[src/design/lbrwe_pkg.sv]
// types and constants shared by the led blink and relay word engine
`default_nettype none

package lbrwe_pkg;

    localparam int NUM_LEDS = 9;

    typedef enum logic [1:0] {
        CMD_TICK    = 2'd0,
        CMD_SET     = 2'd1,
        CMD_RESTORE = 2'd2,
        CMD_BLINK   = 2'd3
    } t_cmd;

    typedef enum logic [1:0] {
        ST_OFF  = 2'd0,
        ST_ON   = 2'd1,
        ST_FAST = 2'd2,
        ST_SLOW = 2'd3
    } t_led_state;

    typedef enum logic [1:0] {
        CFG_CHANNEL_SELECT = 2'd0,
        CFG_AB_SELECT      = 2'd1,
        CFG_OUTPUT_MODE    = 2'd2,
        CFG_UNUSED         = 2'd3
    } t_cfg_index;

    // led positions
    localparam int IDX_CH1  = 0;
    localparam int IDX_CH2  = 1;
    localparam int IDX_CH3  = 2;
    localparam int IDX_CH4  = 3;
    localparam int IDX_A    = 4;
    localparam int IDX_B    = 5;
    localparam int IDX_LOOP = 6;
    localparam int IDX_GRN  = 7;
    localparam int IDX_RED  = 8;

    localparam logic [5:0] TICK_HALF        = 6'd25;
    localparam logic [5:0] TICK_WRAP        = 6'd50;
    localparam logic [7:0] BUDGET_UNLIMITED = 8'd255;

endpackage

`default_nettype wire

[src/design/led_blink_relay_word_engine.sv]
// led blink engine and relay/led shift word former, top level
//
// Input channel (i_valid / o_stall) carries one command item: tick, set led
// state, restore previous state, or counted fast blink. An item is taken at
// a rising edge with i_valid high and o_stall low. Only a tick item makes a
// result; the other commands update led state and produce nothing.
// Output channel (o_valid / i_stall) carries the 16-bit shift word. A tick's
// word is registered in the result register, or in the skid register while
// an untaken word waits there. Throughput is one item per cycle while
// o_stall is low: all nine led updates and the word are formed by one pass
// of logic from the state registers into a two-entry output queue (result
// register plus skid register). o_stall rises only when both entries hold
// words, i.e. the receiver stalled a pending word and another tick arrived.
// Configuration writes (i_cfg_valid / o_cfg_ready) are always ready and
// take effect from the next tick; index 3 is ignored.
// Synchronous active-low reset: all leds off, previous states off, blink
// budgets unlimited, tick counter and both phases zero, registers zero,
// output queue empty.
`default_nettype none

module led_blink_relay_word_engine (
    input  wire logic        i_clk,
    input  wire logic        i_rst_n,
    input  wire logic        i_valid,
    output logic             o_stall,
    input  wire logic [1:0]  i_cmd,
    input  wire logic [3:0]  i_led_index,
    input  wire logic [1:0]  i_led_state,
    input  wire logic [6:0]  i_blink_times,
    output logic             o_valid,
    input  wire logic        i_stall,
    output logic [15:0]      o_shift_word,
    input  wire logic        i_cfg_valid,
    output logic             o_cfg_ready,
    input  wire logic [1:0]  i_cfg_index,
    input  wire logic [1:0]  i_cfg_data
);
    import lbrwe_pkg::*;

    t_led_state r_cur    [NUM_LEDS];
    t_led_state r_prev   [NUM_LEDS];
    logic [7:0] r_budget [NUM_LEDS];
    t_led_state n_cur    [NUM_LEDS];
    t_led_state n_prev   [NUM_LEDS];
    logic [7:0] n_budget [NUM_LEDS];

    logic [5:0] r_tick, n_tick;
    logic       r_fast, n_fast;
    logic       r_slow, n_slow;

    logic [1:0] r_channel_select;
    logic       r_ab_select;
    logic       r_output_mode;

    logic        r_out_valid, r_skid_valid;
    logic [15:0] r_out_word, r_skid_word;

    logic        accept, push, pop;
    t_cmd        cmd;
    t_led_state  new_state;
    logic        dec;
    logic [NUM_LEDS-1:0] lit;
    logic        grn_lit;
    logic        r13_24, r1_3, r2_4;
    logic [15:0] word;

    assign cmd       = t_cmd'(i_cmd);
    assign new_state = t_led_state'(i_led_state);
    assign accept    = i_valid && !o_stall;
    assign push      = accept && (cmd == CMD_TICK);
    assign pop       = r_out_valid && !i_stall;

    assign o_stall      = r_skid_valid;
    assign o_valid      = r_out_valid;
    assign o_shift_word = r_out_word;
    assign o_cfg_ready  = 1'b1;

    always_comb begin
        for (int i = 0; i < NUM_LEDS; i++) begin
            n_cur[i]    = r_cur[i];
            n_prev[i]   = r_prev[i];
            n_budget[i] = r_budget[i];
        end
        n_tick = r_tick;
        n_fast = r_fast;
        n_slow = r_slow;
        dec    = (r_tick == TICK_HALF) || (r_tick == TICK_WRAP);
        lit    = '0;

        // phases as they stand after this tick
        if (dec) begin
            n_fast = !r_fast;
        end
        if (r_tick >= TICK_WRAP) begin
            n_slow = !r_slow;
        end

        for (int i = 0; i < NUM_LEDS; i++) begin
            unique case (r_cur[i])
                ST_OFF:  lit[i] = 1'b0;
                ST_ON:   lit[i] = 1'b1;
                ST_FAST: lit[i] = n_fast;
                ST_SLOW: lit[i] = n_slow;
                default: lit[i] = 1'b0;
            endcase
        end

        // green: its own blink is inverted, red blinking overrides it
        priority case (1'b1)
            r_cur[IDX_RED] == ST_FAST: grn_lit = !n_fast;
            r_cur[IDX_RED] == ST_SLOW: grn_lit = !n_slow;
            r_cur[IDX_GRN] == ST_FAST: grn_lit = !n_fast;
            r_cur[IDX_GRN] == ST_SLOW: grn_lit = !n_slow;
            default:                   grn_lit = lit[IDX_GRN];
        endcase

        if (accept) begin
            unique case (cmd)
                CMD_TICK: begin
                    n_tick = (r_tick >= TICK_WRAP) ? '0 : r_tick + 6'd1;
                    for (int i = 0; i < NUM_LEDS; i++) begin
                        if (r_cur[i] == ST_FAST && r_budget[i] != BUDGET_UNLIMITED) begin
                            if (r_budget[i] == 8'd0) begin
                                n_cur[i]    = r_prev[i];
                                n_budget[i] = BUDGET_UNLIMITED;
                            end else begin
                                n_budget[i] = r_budget[i] - {7'd0, dec};
                            end
                        end
                    end
                end
                CMD_SET: begin
                    for (int i = 0; i < NUM_LEDS; i++) begin
                        if (i_led_index == 4'(i) && r_cur[i] != new_state) begin
                            n_prev[i] = r_cur[i];
                            n_cur[i]  = new_state;
                        end
                    end
                end
                CMD_RESTORE: begin
                    for (int i = 0; i < NUM_LEDS; i++) begin
                        if (i_led_index == 4'(i)) begin
                            n_cur[i] = r_prev[i];
                        end
                    end
                end
                CMD_BLINK: begin
                    for (int i = 0; i < NUM_LEDS; i++) begin
                        if (i_led_index == 4'(i)) begin
                            if (r_cur[i] != ST_FAST) begin
                                n_prev[i] = r_cur[i];
                            end
                            n_cur[i]    = ST_FAST;
                            n_budget[i] = {i_blink_times, 1'b0};
                        end
                    end
                end
                default: ;
            endcase
        end
    end

    assign r13_24 = (r_channel_select == 2'd1) || (r_channel_select == 2'd3);
    assign r1_3   = (r_channel_select == 2'd2);
    assign r2_4   = (r_channel_select == 2'd3);

    assign word = {1'b0, r_ab_select, lit[IDX_LOOP], lit[IDX_RED], grn_lit,
                   lit[IDX_B], lit[IDX_A], r2_4, r_output_mode, 1'b0,
                   lit[IDX_CH4], lit[IDX_CH2], lit[IDX_CH1], lit[IDX_CH3],
                   r1_3, r13_24};

    always_ff @(posedge i_clk) begin
        if (!i_rst_n) begin
            for (int i = 0; i < NUM_LEDS; i++) begin
                r_cur[i]    <= ST_OFF;
                r_prev[i]   <= ST_OFF;
                r_budget[i] <= BUDGET_UNLIMITED;
            end
            r_tick <= '0;
            r_fast <= 1'b0;
            r_slow <= 1'b0;
        end else begin
            for (int i = 0; i < NUM_LEDS; i++) begin
                r_cur[i]    <= n_cur[i];
                r_prev[i]   <= n_prev[i];
                r_budget[i] <= n_budget[i];
            end
            if (push) begin
                r_tick <= n_tick;
                r_fast <= n_fast;
                r_slow <= n_slow;
            end
        end
    end

    always_ff @(posedge i_clk) begin
        if (!i_rst_n) begin
            r_channel_select <= '0;
            r_ab_select      <= 1'b0;
            r_output_mode    <= 1'b0;
        end else if (i_cfg_valid && o_cfg_ready) begin
            unique case (t_cfg_index'(i_cfg_index))
                CFG_CHANNEL_SELECT: r_channel_select <= i_cfg_data;
                CFG_AB_SELECT:      r_ab_select      <= i_cfg_data[0];
                CFG_OUTPUT_MODE:    r_output_mode    <= i_cfg_data[0];
                default: ;
            endcase
        end
    end

    // two-entry output queue: result register in front, skid behind it
    always_ff @(posedge i_clk) begin
        if (!i_rst_n) begin
            r_out_valid  <= 1'b0;
            r_skid_valid <= 1'b0;
        end else begin
            if (pop) begin
                if (r_skid_valid) begin
                    r_out_valid  <= 1'b1;
                    r_skid_valid <= 1'b0;
                end else begin
                    r_out_valid <= push;
                end
            end else if (push) begin
                if (!r_out_valid) begin
                    r_out_valid <= 1'b1;
                end else begin
                    r_skid_valid <= 1'b1;
                end
            end
        end
    end

    always_ff @(posedge i_clk) begin
        if (pop) begin
            if (r_skid_valid) begin
                r_out_word <= r_skid_word;
            end else if (push) begin
                r_out_word <= word;
            end
        end else if (push) begin
            if (!r_out_valid) begin
                r_out_word <= word;
            end else begin
                r_skid_word <= word;
            end
        end
    end

endmodule

`default_nettype wire

[config.mk]
export PLATFORM = sky130hd
export DESIGN_NAME = led_blink_relay_word_engine
export DESIGN_NICKNAME = d
export VERILOG_FILES = /design/src/design/lbrwe_pkg.sv /design/src/design/led_blink_relay_word_engine.sv
export SDC_FILE = /design/constraint.sdc
export NUM_CORES = 1
export LEC_CHECK = 0
export ABC_AREA = 1
export BUFFER_PORTS_ARGS = -buffer_cell sky130_fd_sc_hd__buf_2
export CELL_PAD_IN_SITES_DETAIL_PLACEMENT = 2
export CELL_PAD_IN_SITES_GLOBAL_PLACEMENT = 2
export CORE_MARGIN = 5
export CORE_UTILIZATION = 31
export DETAILED_ROUTE_END_ITERATION = 12
export PLACE_DENSITY = 0.78
export SETUP_SLACK_MARGIN = 0.5
export SYNTH_ARGS = -nofsm -noshare
export SYNTH_HDL_FRONTEND = slang
export SYNTH_SLANG_ARGS = --single-unit
[constraint.sdc]
create_clock -name i_clk -period 2.1 [get_ports i_clk]
set_input_delay 0.21 -clock i_clk [delete_from_list [all_inputs] [get_ports i_clk]]
set_output_delay 0.21 -clock i_clk [all_outputs]
set_load 0.05 [all_outputs]
# Word-level counts from Yosys, hierarchy flattened
# Memory sizes are Yosys's and may differ from the RTL's.
# Index checks and enable logic that the tools add are counted.
# word_totals
reg_bits,44
ram_bits,108
input_bits,24
wordCells,344
memories,3
# memory_table
memory,words,word_bits,rd,rd_ports_with_merged_regs,write_ports,line_no,text
r_budget,9,8,9,0,9,led_blink_relay_word_engine.sv:42,logic [7:0] r_budget [NUM_LEDS];
r_cur,9,2,9,0,9,led_blink_relay_word_engine.sv:40,t_led_state r_cur [NUM_LEDS];
r_prev,9,2,9,0,9,led_blink_relay_word_engine.sv:41,t_led_state r_prev [NUM_LEDS];
# op_classes
addsub,10
magnitude_cmp,1
eq_ne,73
n_mux,158
n_bitwise,29
n_reduce_logical,60
# ops
cell,n
8-bit two-way mux,36
2-bit two-way mux,90
72-bit one-hot mux with 2 select lines,1
16-bit two-way mux,5
8-bit zero test,9
72-bit two-way mux,1
"8-bit != test, second input constant",9
18-bit one-hot mux with 4 select lines,1
8-bit by 1-bit subtractor with 8-bit output,9
"2-bit == test, second input constant",23
18-bit two-way mux,2
18-bit one-hot mux with 2 select lines,1
1-bit one-hot mux with 4 select lines,8
1-bit OR,27
"2-bit by 1-bit == test with 1-bit output, second input constant",12
2-bit zero test,11
1-bit logical AND,21
2-bit != test,9
"2-bit != test, second input constant",9
"4-bit by 3-bit == test with 1-bit output, second input constant",4
1-bit two-way mux,11
3-bit AND reduction,3
"4-bit by 2-bit == test with 1-bit output, second input constant",2
2-bit AND reduction,4
15 further kinds,23

# Depth between registers and ports, before layout
# Gate-level depths: netlist of run 1.
# logic_depth
ltp_word,10
ltp_mapped,15
mapped_depth_nobuf,15

# Worst setup path after synthesis of run 1
# OpenSTA, ideal clock, no wires.
# synth_path
path_kind,reg-to-reg
from,"register r_out_valid, in the netlist o_valid"
to,"register r_out_word[0], in the netlist o_shift_word[0] (enable)"
setup_ns,0.389
arrival_time_ns,2.012
required_time_ns,1.711
setup_slack_ns,-0.302
path_stages_with_launch,6
period_less_slack_ns,2.402
path_cell_list,dfxtp_1 inv_1 nor2_1 nand2_1 clkbuf_1 a21oi_1
# synth_via
elab_chain_cells,3
# synth_rtl
item,line_no,text
"start, declared",led_blink_relay_word_engine.sv:55,"logic r_out_valid, r_skid_valid;"
"start signal, assigned",led_blink_relay_word_engine.sv:222,r_out_valid <= push;
1-bit logical AND,led_blink_relay_word_engine.sv:71,assign pop = r_out_valid && !i_stall;
2-bit by 1-bit != test with 1-bit output (no line) / 2-bit nonzero test (equally long branches),--,
3-bit AND reduction (no line) (*),--,
"end signal, assigned",led_blink_relay_word_engine.sv:237,r_out_word <= r_skid_word;
"end signal, assigned",led_blink_relay_word_engine.sv:239,r_out_word <= word;
"end signal, assigned",led_blink_relay_word_engine.sv:243,r_out_word <= word;
"end, declared",led_blink_relay_word_engine.sv:56,"logic [15:0] r_out_word, r_skid_word;"
# Mark *: on every way between the ends. The rest lies on a longest branch, timed or not.
# A chain may end at the register's enable or synchronous reset.

==> metrics.cfg, run 1 <==
[grt]
first_global_vias=11400
grt_pass1_wl_mm=61.8
grt_use_total_pct=23.3
antenna_found_initial=0
grt_overflow=0
grt_max_degree=63

[synthesis]
postSynthCellCount=1421
yosys_warnings=0
ys_seq_elements=150
ys_seq_area_share_pct=35.3
postSynth.asyncResetShare_pct=0
synth_edf_count=28
synth_flop_cell=dfxtp_1
syn_avg_cell_area_sq_um=6.54
synth_area_sq_um=9300
synth.distinct_cells=42

[floorplanning]
coreArea_sq_um=29600
die_area_sq_um=33500
die_h_microns=183
num_rows=63
io_pins=43
initial_core_util_pct=31.4
die_w_microns=183

[sta]
finalHoldViolCount=0
whs_ps=27.3
max_freq_mhz=452
fin_worst_skew_ps=15.0
layout_min_cycle_time_ps=2210
rsz0062_at_grt=true
slew_violations=0
worst_pin_slew_ps=856
finalSetupViolCount=11
slew_headroom_pct=42.9
layout_setup_ws_ps=-114
final.period_utilization_pct=105

[drt]
wirelength_mm=46.3
dr.pass1.iters=5
dr_total_vias=10800
drc=0
antenna_left=0
via_per_inst=5.51
wl_per_cell_microns=23.7
drt-initial-drc-count=505

[hold_path]
hold_class=in -> reg

[clocking]
h-tree-depth=4
clk_path_buf_depth=2
root_buffer=clkbuf_16
cts_buffers=17
cts_tree=built
clk_pin_slew_ps=80
cts.sinks=150
clk_latency_ps=470

[power_and_ir_drop]
cellPowerDensity_nw_per_um2=639
ir_worst_vdd_mv=0.566
power.leakage_nw=5.77

[critical_path]
endpoint=r_budget[0][44]$_SDFFE_PN1P_
critPathLaunchType=flop
r2r-start=r_tick[0]$_SDFFE_PN0P_
setup.worst_path.class=reg -> reg
arrival_ps=2560
r2r_slack_ps=-110
rr_worst_depth=16
path_max_fanout=4
end_kind=flop
reg2reg_to=r_budget[0][44]$_SDFFE_PN1P_
worstPathRequired_ps=2450
worstSetupStartpoint=r_tick[0]$_SDFFE_PN0P_

[final_layout]
fin_util_pct=44.6
fin_cells=1956
area_delta_synth_final_pct=42.3
final_net_count=1603
final_area_sq_um=13200
diodes=0
drive_gt1_share_pct=33.3

[place]
placed_cells=1863
placed_cell_area_sq_um=10700
io_buffers=39
place_ws_ps=-76.3
hpwl_mm=26.4
routabilityCongestion=0.824

[run_status]
outcome=finished, violations left
violations=setup timing

[run]
maxCapViolCount=0

==> area by class of cell <==
type                            instances  area (sq um)
Timing Repair Buffer                  148          1260
Clock inverter                         14           164
Timing Repair inverter                  1          7.51
Inverter                              156           652
Multi-Input combinational cell       1079          6870
Sequential cell                       150          3340
Tap cell                              390           488
Clock buffer                           18           439
Fill cell                            3380         16400
==> cell usage in the layout (no fill, tap or decap), drive strengths merged, types with 27 or more instances in the layout <==
| master | Yosys | final |
|---|---|---|
| nand4 | 42 | 42 |
| nor2 | 159 | 159 |
| dfxtp | 122 | 122 |
| inv | 154 | 157 |
| nand3 | 103 | 103 |
| edfxtp | 28 | 28 |
| nor3 | 27 | 27 |
| buf | 25 | 148 |
| nand2 | 418 | 418 |
| a21oi | 129 | 129 |
| o21ai | 106 | 106 |
==> layer usage <==
| metal | vias up | part of all wire (%) | wire, microns | track usage [%] |
|---|---|---|---|---|
| met1 | 5542 | 41 | 19000 | 28.0 |
| met5 | - | 0 | 0 | 0 |
| met2 | 212 | 53 | 24300 | 42.5 |
| li1 | 4936 | - | - | - |
| met4 | 0 | 3.1 | 1450 | 7.45 |
| met3 | 90 | 3.2 | 1480 | 3.51 |
==> synth_stat cells (12+ instances only) <==
| cell type | count | area [sq um] |
|---|---|---|
| inv_1 | 139 | 522 |
| xnor2_1 | 22 | 193 |
| dfxtp_1 | 122 | 2440 |
| inv_2 | 15 | 56.3 |
| nand4_1 | 42 | 263 |
| nor2_1 | 148 | 556 |
| nand2_1 | 415 | 1560 |
| ha_1 | 26 | 325 |
| clkbuf_1 | 12 | 45.0 |
| edfxtp_1 | 28 | 841 |
| o21ai_0 | 96 | 480 |
| nor3_1 | 24 | 120 |
| nand3_1 | 97 | 485 |
| a21oi_1 | 129 | 646 |
==> cell families after synthesis <==
logic type               Yosys count  synth area share, %
buffers and inverters            193                 8.37
adder cells (fa/ha/maj)           26                 3.50
flip-flops                       150                 35.3
AO/OA/AOI/OAI                    256                 14.4
other                              2               0.0808
XOR/XNOR                          33                 3.11
AND/OR/NAND/NOR                  761                 35.2
==> sequential cells by signal, summed over array words and instances (netlist names) <==
register	cells
r_skid_word	14
o_valid	1
r_slow	1
r_channel_select	2
r_fast	1
r_prev	18
r_cur	18
o_stall	1
r_output_mode	1
o_shift_word	14
r_tick	6
r_budget	72
r_ab_select	1
==> where the power goes <==
group          leakage (nW)  switching (mW)  internal, mW  total, mW
clock                 0.299            1.52          1.82       3.34
sequential             1.25           0.209          3.08       3.29
combinational          4.22            1.21         0.601       1.81
total                  5.77            2.94          5.50       8.44
==> worst min path at each step <==
stage,startpoint,endpoint,slack (ps),cells past startpoint
final,i_cfg_data[0],r_channel_select[0]$_SDFFE_PN0P_,30,3
after floorplan,i_cfg_data[0],r_channel_select[0]$_SDFFE_PN0P_,340,2
after global placement,r_output_mode$_SDFFE_PN0P_,r_skid_word[7]$_DFFE_PP_,420,0
after global routing,i_cfg_data[0],r_channel_select[0]$_SDFFE_PN0P_,20,3
after detailed placement,r_output_mode$_SDFFE_PN0P_,r_skid_word[7]$_DFFE_PP_,420,0
after CTS,i_cfg_data[0],r_channel_select[0]$_SDFFE_PN0P_,10,3
==> critical path, stage by stage (launching register included) <==
cell and delay [ps]:
dfxtp_4 360, inv_4 60, ha_4 150, inv_2 50, nor2_4 90, nand2_4 60
nand2_4 100, buf_12 120, buf_16 120, ha_4 150, ha_4 150, nand2_1 70
xor2_1 160, o21ai_1 200, nand2_1 80, nand2_1 70, nand2_1 60
==> per-stage QoR <==
step           power [mW]  TNS (ps)
5_1_grt              8.74     -2060
3_3_place_gp         4.64         0
6_report             8.44      -482
4_1_cts              8.10         0
2_1_floorplan        4.20         0
3_5_place_dp         4.71      -186
==> repair_timing <==
action / in CTS / in global routing
hold buffers: 0 / 0
gates resized for setup: 153 / 258
gates cloned: 1 / 1
setup endpoints to repair: 121 / 132
hold endpoints to repair: 0 / 0
buffers inserted: 19 / 40
pin swaps: 69 / 107
Power figures use the tool's default switching activity.
==> run 2, diff against run 1 <==
--- a/config.mk
+++ b/config.mk
@@ -6,7 +6,7 @@
 export NUM_CORES = 1
 export LEC_CHECK = 0
 export ABC_AREA = 1
-export BUFFER_PORTS_ARGS = -buffer_cell sky130_fd_sc_hd__buf_2
+export BUFFER_PORTS_ARGS = -buffer_cell sky130_fd_sc_hd__buf_4
 export CELL_PAD_IN_SITES_DETAIL_PLACEMENT = 2
 export CELL_PAD_IN_SITES_GLOBAL_PLACEMENT = 2
 export CORE_MARGIN = 5
@@ -17,3 +17,4 @@
 export SYNTH_ARGS = -nofsm -noshare
 export SYNTH_HDL_FRONTEND = slang
 export SYNTH_SLANG_ARGS = --single-unit
+export TNS_END_PERCENT = 50
==> run 2 against run 1 <==
The flow still finishes with violations (setup timing). Core utilization down 0.88 points. Register-to-register slack improved by 20 ps. Sequential share of layout area up 0.35 points. Via count shrank 0.75%. Worst setup slack better by 24 ps. Die area did not move. Clock power about the same. Combinational power decreased by 2%. Critical path type unchanged. Highest routed layer unchanged.
==> metrics.cfg, run 2 (synthesized netlist as in run 1, its figures left out) <==
[drt]
antenna_left=0  ; unchanged
dr_total_vias=10700  ; -0.75%
drt-initial-drc-count=535  ; +5.9%
dr.pass1.iters=5  ; unchanged
via_per_inst=5.54  ; +0.48%
drc=0  ; unchanged
wirelength_mm=45.0  ; -2.8%
wl_per_cell_microns=23.3  ; -1.6%

[place]
io_buffers=39  ; unchanged
placed_cell_area_sq_um=10800  ; +1.4%
hpwl_mm=27.4  ; +3.7%
routabilityCongestion=0.817  ; -0.87%
place_ws_ps=-35.3  ; +41.0 ps

[clocking]
h-tree-depth=4  ; unchanged
clk_path_buf_depth=2  ; unchanged
root_buffer=clkbuf_16
cts_tree=built
clk_latency_ps=450  ; -20 ps
cts_buffers=17  ; unchanged
clk_pin_slew_ps=70  ; about the same
cts.sinks=150  ; unchanged

[final_layout]
final_net_count=1579  ; -1.5%
drive_gt1_share_pct=32.6  ; -0.71 points
final_cell_mix=nand2_1, inv_1, nor2_1
multi_input_area_sq_um=6810  ; -0.95%
fill_cells=3396  ; +0.47%
register_area_sq_um=3320  ; -0.60%
area_delta_synth_final_pct=39.5
final_area_sq_um=13000  ; -2.0%
diodes=0  ; unchanged
largest_registers=r_budget (72), r_cur (18), r_prev (18)
final_common_cell=nand2_1
largest-register=r_budget
largest_reg_flops=72  ; unchanged

[critical_path]
critPathLaunchType=flop
setup.worst_path.class=reg -> reg
worstPathRequired_ps=2420  ; -30 ps
arrival_ps=2510  ; -50 ps
end_kind=flop
path_max_fanout=3  ; -1

[run_status]
outcome=finished, violations left
violations=setup timing

[sta]
layout_min_cycle_time_ps=2190  ; -23.8 ps
slew_headroom_pct=57.0  ; +14 points
final.period_utilization_pct=104  ; -1.1 points
fin_worst_skew_ps=17.3  ; +2.33 ps
max_freq_mhz=457  ; +1.1%
layout_setup_ws_ps=-90.1  ; +23.8 ps
finalHoldViolCount=0  ; unchanged
tns_ps=-128  ; +354 ps
slew_violations=0  ; unchanged
rsz0062_at_grt=true
worst_pin_slew_ps=642  ; -214 ps
finalSetupViolCount=4  ; -7

[floorplanning]
die_w_microns=183  ; unchanged
coreArea_sq_um=29600  ; unchanged
initial_core_util_pct=31.4  ; unchanged
io_pins=43  ; unchanged
die_h_microns=183  ; unchanged
num_rows=63  ; unchanged
die_area_sq_um=33500  ; unchanged

[hold_path]
hold_class=in -> reg

[run]
maxCapViolCount=0  ; unchanged

[grt]
grt_pass1_wl_mm=60.8  ; -1.6%
antenna_found_initial=0  ; unchanged
grt_max_degree=36  ; -43%
first_global_vias=11100  ; -2.3%
grt_overflow=0  ; unchanged
grt_use_total_pct=22.7  ; -0.52 points

[power_and_ir_drop]
p_int_mw=5.49  ; -0.31%
clock_power_share_pct=40.0  ; +0.5 points
ir_worst_vdd_mv=0.590  ; +4.2%
seqPwrFrac_pct=39.0  ; about the same
p_sw_mw=2.95  ; +0.23%
combPwrFrac_pct=21.0  ; -0.5 points
power.leakage_nw=5.63  ; -2.4%
p_sw_share_pct=35.0  ; +0.12 points
cellPowerDensity_nw_per_um2=651  ; +1.9%

run 2: cell count changes in the layout (fill, tap and decap cells not counted), moves of 9 or more:
cell     before  now
buf_2        39    0
buf_4        72  103
buf_6        26   15
inv_2        21   31
nand3_2      14   23
run 2: cell type report:
cell class,instances,area share [%]
inverters,156,5.07
repair buffers,125,8.31
clock inverters,15,1.42
multi-input cells,1079,52.5
clock buffers,17,3.28
well taps,390,3.76
flip-flops and latches,150,25.6
run 2: per-stage QoR:
stage	instances	power [mW]	utilization (%)	hold WS (ps)
after floorplan	1422	4.19	-	345
after global placement	1875	4.66	36.5	410
after detailed placement	1875	4.74	36.5	423
after CTS	1923	8.13	39.7	38.2
after global routing	1932	8.76	43.7	52.6
final	1932	8.43	43.7	38.7
run 2: path summary, 6_finish.rpt:
check,start,endpoint,slack [ps],depth (start not counted)
hold / removal,i_cfg_data[0],r_channel_select[0]$_SDFFE_PN0P_,40,3
hold reg to reg,r_output_mode$_SDFFE_PN0P_,r_skid_word[7]$_DFFE_PP_,440,0
setup reg to reg,r_tick[0]$_SDFFE_PN0P_,r_budget[0][6]$_SDFFE_PN1P_,-90,16
setup / recovery,r_tick[0]$_SDFFE_PN0P_,r_budget[0][6]$_SDFFE_PN1P_,-90,16
run 2: critical path: stages, from the launching register on:
cell and delay (ps):
dfxtp_4 360, inv_4 60, ha_4 120, inv_2 30, nor2_2 90, nand2_2 90
nand2_4 140, buf_12 130, ha_4 140, ha_4 150, nand2_4 60, nor3_4 220
nand2_1 90, nand2_1 70, nand3_1 90, nand2_1 100, o211ai_1 90
run 2: per-layer routing:
metal	global-route usage, %	vias to the layer above	part of all wire [%]
li1	-	4879	-
met1	28.5	5473	41
met2	41.0	249	52
met3	2.62	98	3.2
met4	6.70	0	3.0
met5	0	-	0
run 2: power groups by stage:
stage	clock, mW	combinational (mW)	sequential (mW)
2_1_floorplan	0	0.900	3.29
3_3_place_gp	0	1.35	3.31
3_5_place_dp	0	1.42	3.31
4_1_cts	3.39	1.49	3.25
5_1_grt	3.54	1.90	3.31
6_report	3.37	1.77	3.29
run 2: what timing repair did:
action | 4_1_cts | 5_1_grt
pin swaps | 36 | 119
gates resized for setup | 71 | 331
setup endpoints to repair | 126 | 164
hold buffers | 0 | 0
buffers inserted | 16 | 9
==> run 3, diff against run 2 <==
--- a/config.mk
+++ b/config.mk
@@ -13,6 +13,7 @@
 export CORE_UTILIZATION = 31
 export DETAILED_ROUTE_END_ITERATION = 12
 export PLACE_DENSITY = 0.78
+export RECOVER_POWER = 25
 export SETUP_SLACK_MARGIN = 0.5
 export SYNTH_ARGS = -nofsm -noshare
 export SYNTH_HDL_FRONTEND = slang
==> run 3 against run 2 <==
The flow still finishes with violations (setup timing). Die area is the same. Non-clock buffer count is the same. First-iteration DRC count grew 0.93%. Clock-buffer cell count is the same. Global-route usage is the same. Clock skew grew 2.2 ps. Core utilization shrank 0.27 points. Total power is essentially flat. Fmax grew 0.24%. Combinational power is essentially flat. Routed wire length is essentially flat. Clock power is essentially flat.
==> metrics.cfg, run 3 (synthesized netlist as in run 1, its figures left out) <==
[clocking]
cts_buffers=17  ; unchanged
clk_latency_ps=460  ; about the same
h-tree-depth=4  ; unchanged
clk_pin_slew_ps=70  ; about the same
root_buffer=clkbuf_16
cts_tree=built
clk_path_buf_depth=2  ; unchanged
cts_hold_buffers=0  ; unchanged
cts.sinks=150  ; unchanged

[floorplanning]
die_area_sq_um=33500  ; unchanged
initial_core_util_pct=31.4  ; unchanged
io_pins=43  ; unchanged
die_h_microns=183  ; unchanged
coreArea_sq_um=29600  ; unchanged
num_rows=63  ; unchanged
die_w_microns=183  ; unchanged

[sta]
final.period_utilization_pct=104  ; -0.25 points
slew_violations=0  ; unchanged
worst_pin_slew_ps=643  ; +0.588 ps
fin_worst_skew_ps=19.5  ; +2.17 ps
rsz0062_at_grt=true
max_freq_mhz=458  ; +0.24%
layout_min_cycle_time_ps=2180  ; -5.16 ps
finalHoldViolCount=0  ; unchanged
finalSetupViolCount=6  ; +2
slew_headroom_pct=57.0  ; about the same
layout_setup_ws_ps=-84.9  ; +5.16 ps

[critical_path]
path_max_fanout=3  ; unchanged
worstPathRequired_ps=2410  ; about the same
setup.worst_path.class=reg -> reg
critPathLaunchType=flop
arrival_ps=2500  ; about the same
end_kind=flop
rr_worst_depth=16  ; unchanged

[power_and_ir_drop]
cellPowerDensity_nw_per_um2=654  ; +0.54%
ir_worst_vdd_mv=0.591  ; +0.18%
p_total_mw=8.43  ; about the same
power.leakage_nw=5.56  ; -1.3%

[drt]
wirelength_mm=45.0  ; about the same
wl_per_cell_microns=23.3  ; about the same
dr_total_vias=10700  ; -0.42%
dr.pass1.iters=5  ; unchanged
top_layer_used=met4
met1_length_mm=18.8  ; +0.90%
antenna_left=0  ; unchanged
drc=0  ; unchanged
wl_met3_mm=1.33  ; -8.9%
route.met2.wl_mm=23.5  ; about the same
drt-initial-drc-count=540  ; +0.93%
via_per_inst=5.51  ; -0.42%

[final_layout]
drive_gt1_share_pct=31.3  ; -1.4 points
final_net_count=1579  ; unchanged
largest_reg_flops=72  ; unchanged
final_cell_mix=nand2_1, inv_1, nor2_1
largest_registers=r_budget (72), r_cur (18), r_prev (18)
fin_util_pct=43.5  ; -0.27 points
area_delta_synth_final_pct=38.6
diodes=0  ; unchanged
largest-register=r_budget
final_common_cell=nand2_1

[grt]
grt_pass1_wl_mm=60.8  ; unchanged
first_global_vias=11100  ; unchanged
grt_overflow=0  ; unchanged
antenna_found_initial=0  ; unchanged
grt_max_degree=36  ; unchanged
grt_use_total_pct=22.7  ; unchanged

[run]
maxCapViolCount=0  ; unchanged

[run_status]
outcome=finished, violations left
violations=setup timing

[place]
io_buffers=39  ; unchanged
routabilityCongestion=0.817  ; unchanged
hpwl_mm=27.4  ; unchanged

[hold_path]
hold_path_depth=3  ; unchanged
hold_class=in -> reg

run 3: stage by stage:
| stage | hold WS (ps) | setup TNS (ps) | instance area (sq um) | cells | worst slack, ps |
|---|---|---|---|---|---|
| floorplan | 345 | 0 | 9710 | 1422 | 211 |
| global placement | 410 | -20.6 | 10800 | 1875 | -20.6 |
| detailed placement | 423 | -68.8 | 10800 | 1875 | -35.3 |
| CTS | 38.2 | 0 | 11800 | 1923 | 80.8 |
| global route | 52.6 | -1650 | 12900 | 1932 | -169 |
| finish | 37.3 | -125 | 12900 | 1932 | -84.9 |
run 3: final timing paths:
path	startpoint	endpoint	slack, ps
max reg2reg	r_tick[0]$_SDFFE_PN0P_	r_budget[0][6]$_SDFFE_PN1P_	-80
min	i_cfg_data[0]	r_channel_select[0]$_SDFFE_PN0P_	40
min reg2reg	r_output_mode$_SDFFE_PN0P_	r_skid_word[7]$_DFFE_PP_	440
max	r_tick[0]$_SDFFE_PN0P_	r_budget[0][6]$_SDFFE_PN1P_	-80
run 3: routing by layer:
metal	vias to the layer above	GRT usage, %
met5	-	0
met4	0	6.70
met3	88	2.62
met2	225	41.0
met1	5463	28.5
li1	4878	-
run 3: worst max-delay path, stage by stage (launching register included):
cell,delay [ps]
dfxtp_4,360
inv_4,60
ha_4,120
inv_2,30
nor2_2,90
nand2_2,90
nand2_4,140
buf_12,130
ha_4,140
ha_4,150
nand2_4,60
nor3_4,210
nand2_1,90
nand2_1,70
nand3_1,100
nand2_1,100
o211ai_1,90
run 3: final cells by class:
| type | instances | area, sq um |
|---|---|---|
| timing repair buffer | 125 | 1010 |
| inverter | 156 | 657 |
| clock inverter | 15 | 184 |
| clock buffer | 17 | 425 |
| sequential | 150 | 3320 |
| multi-input combinational | 1079 | 6800 |
| tap | 390 | 488 |
| fill | 3400 | 16800 |
run 3: timing repair:
action                     4_1_cts  5_1_grt
pin swaps                       36      119
gates resized for setup         71      331
setup endpoints to repair      126      164
setup buffers                   16        9
run 3: where the power goes:
group	switching, mW	internal, mW	leakage, nW
Sequential	0.209	3.08	1.25
Combinational	1.18	0.578	4.01
Clock	1.56	1.81	0.300
Total	2.95	5.48	5.56
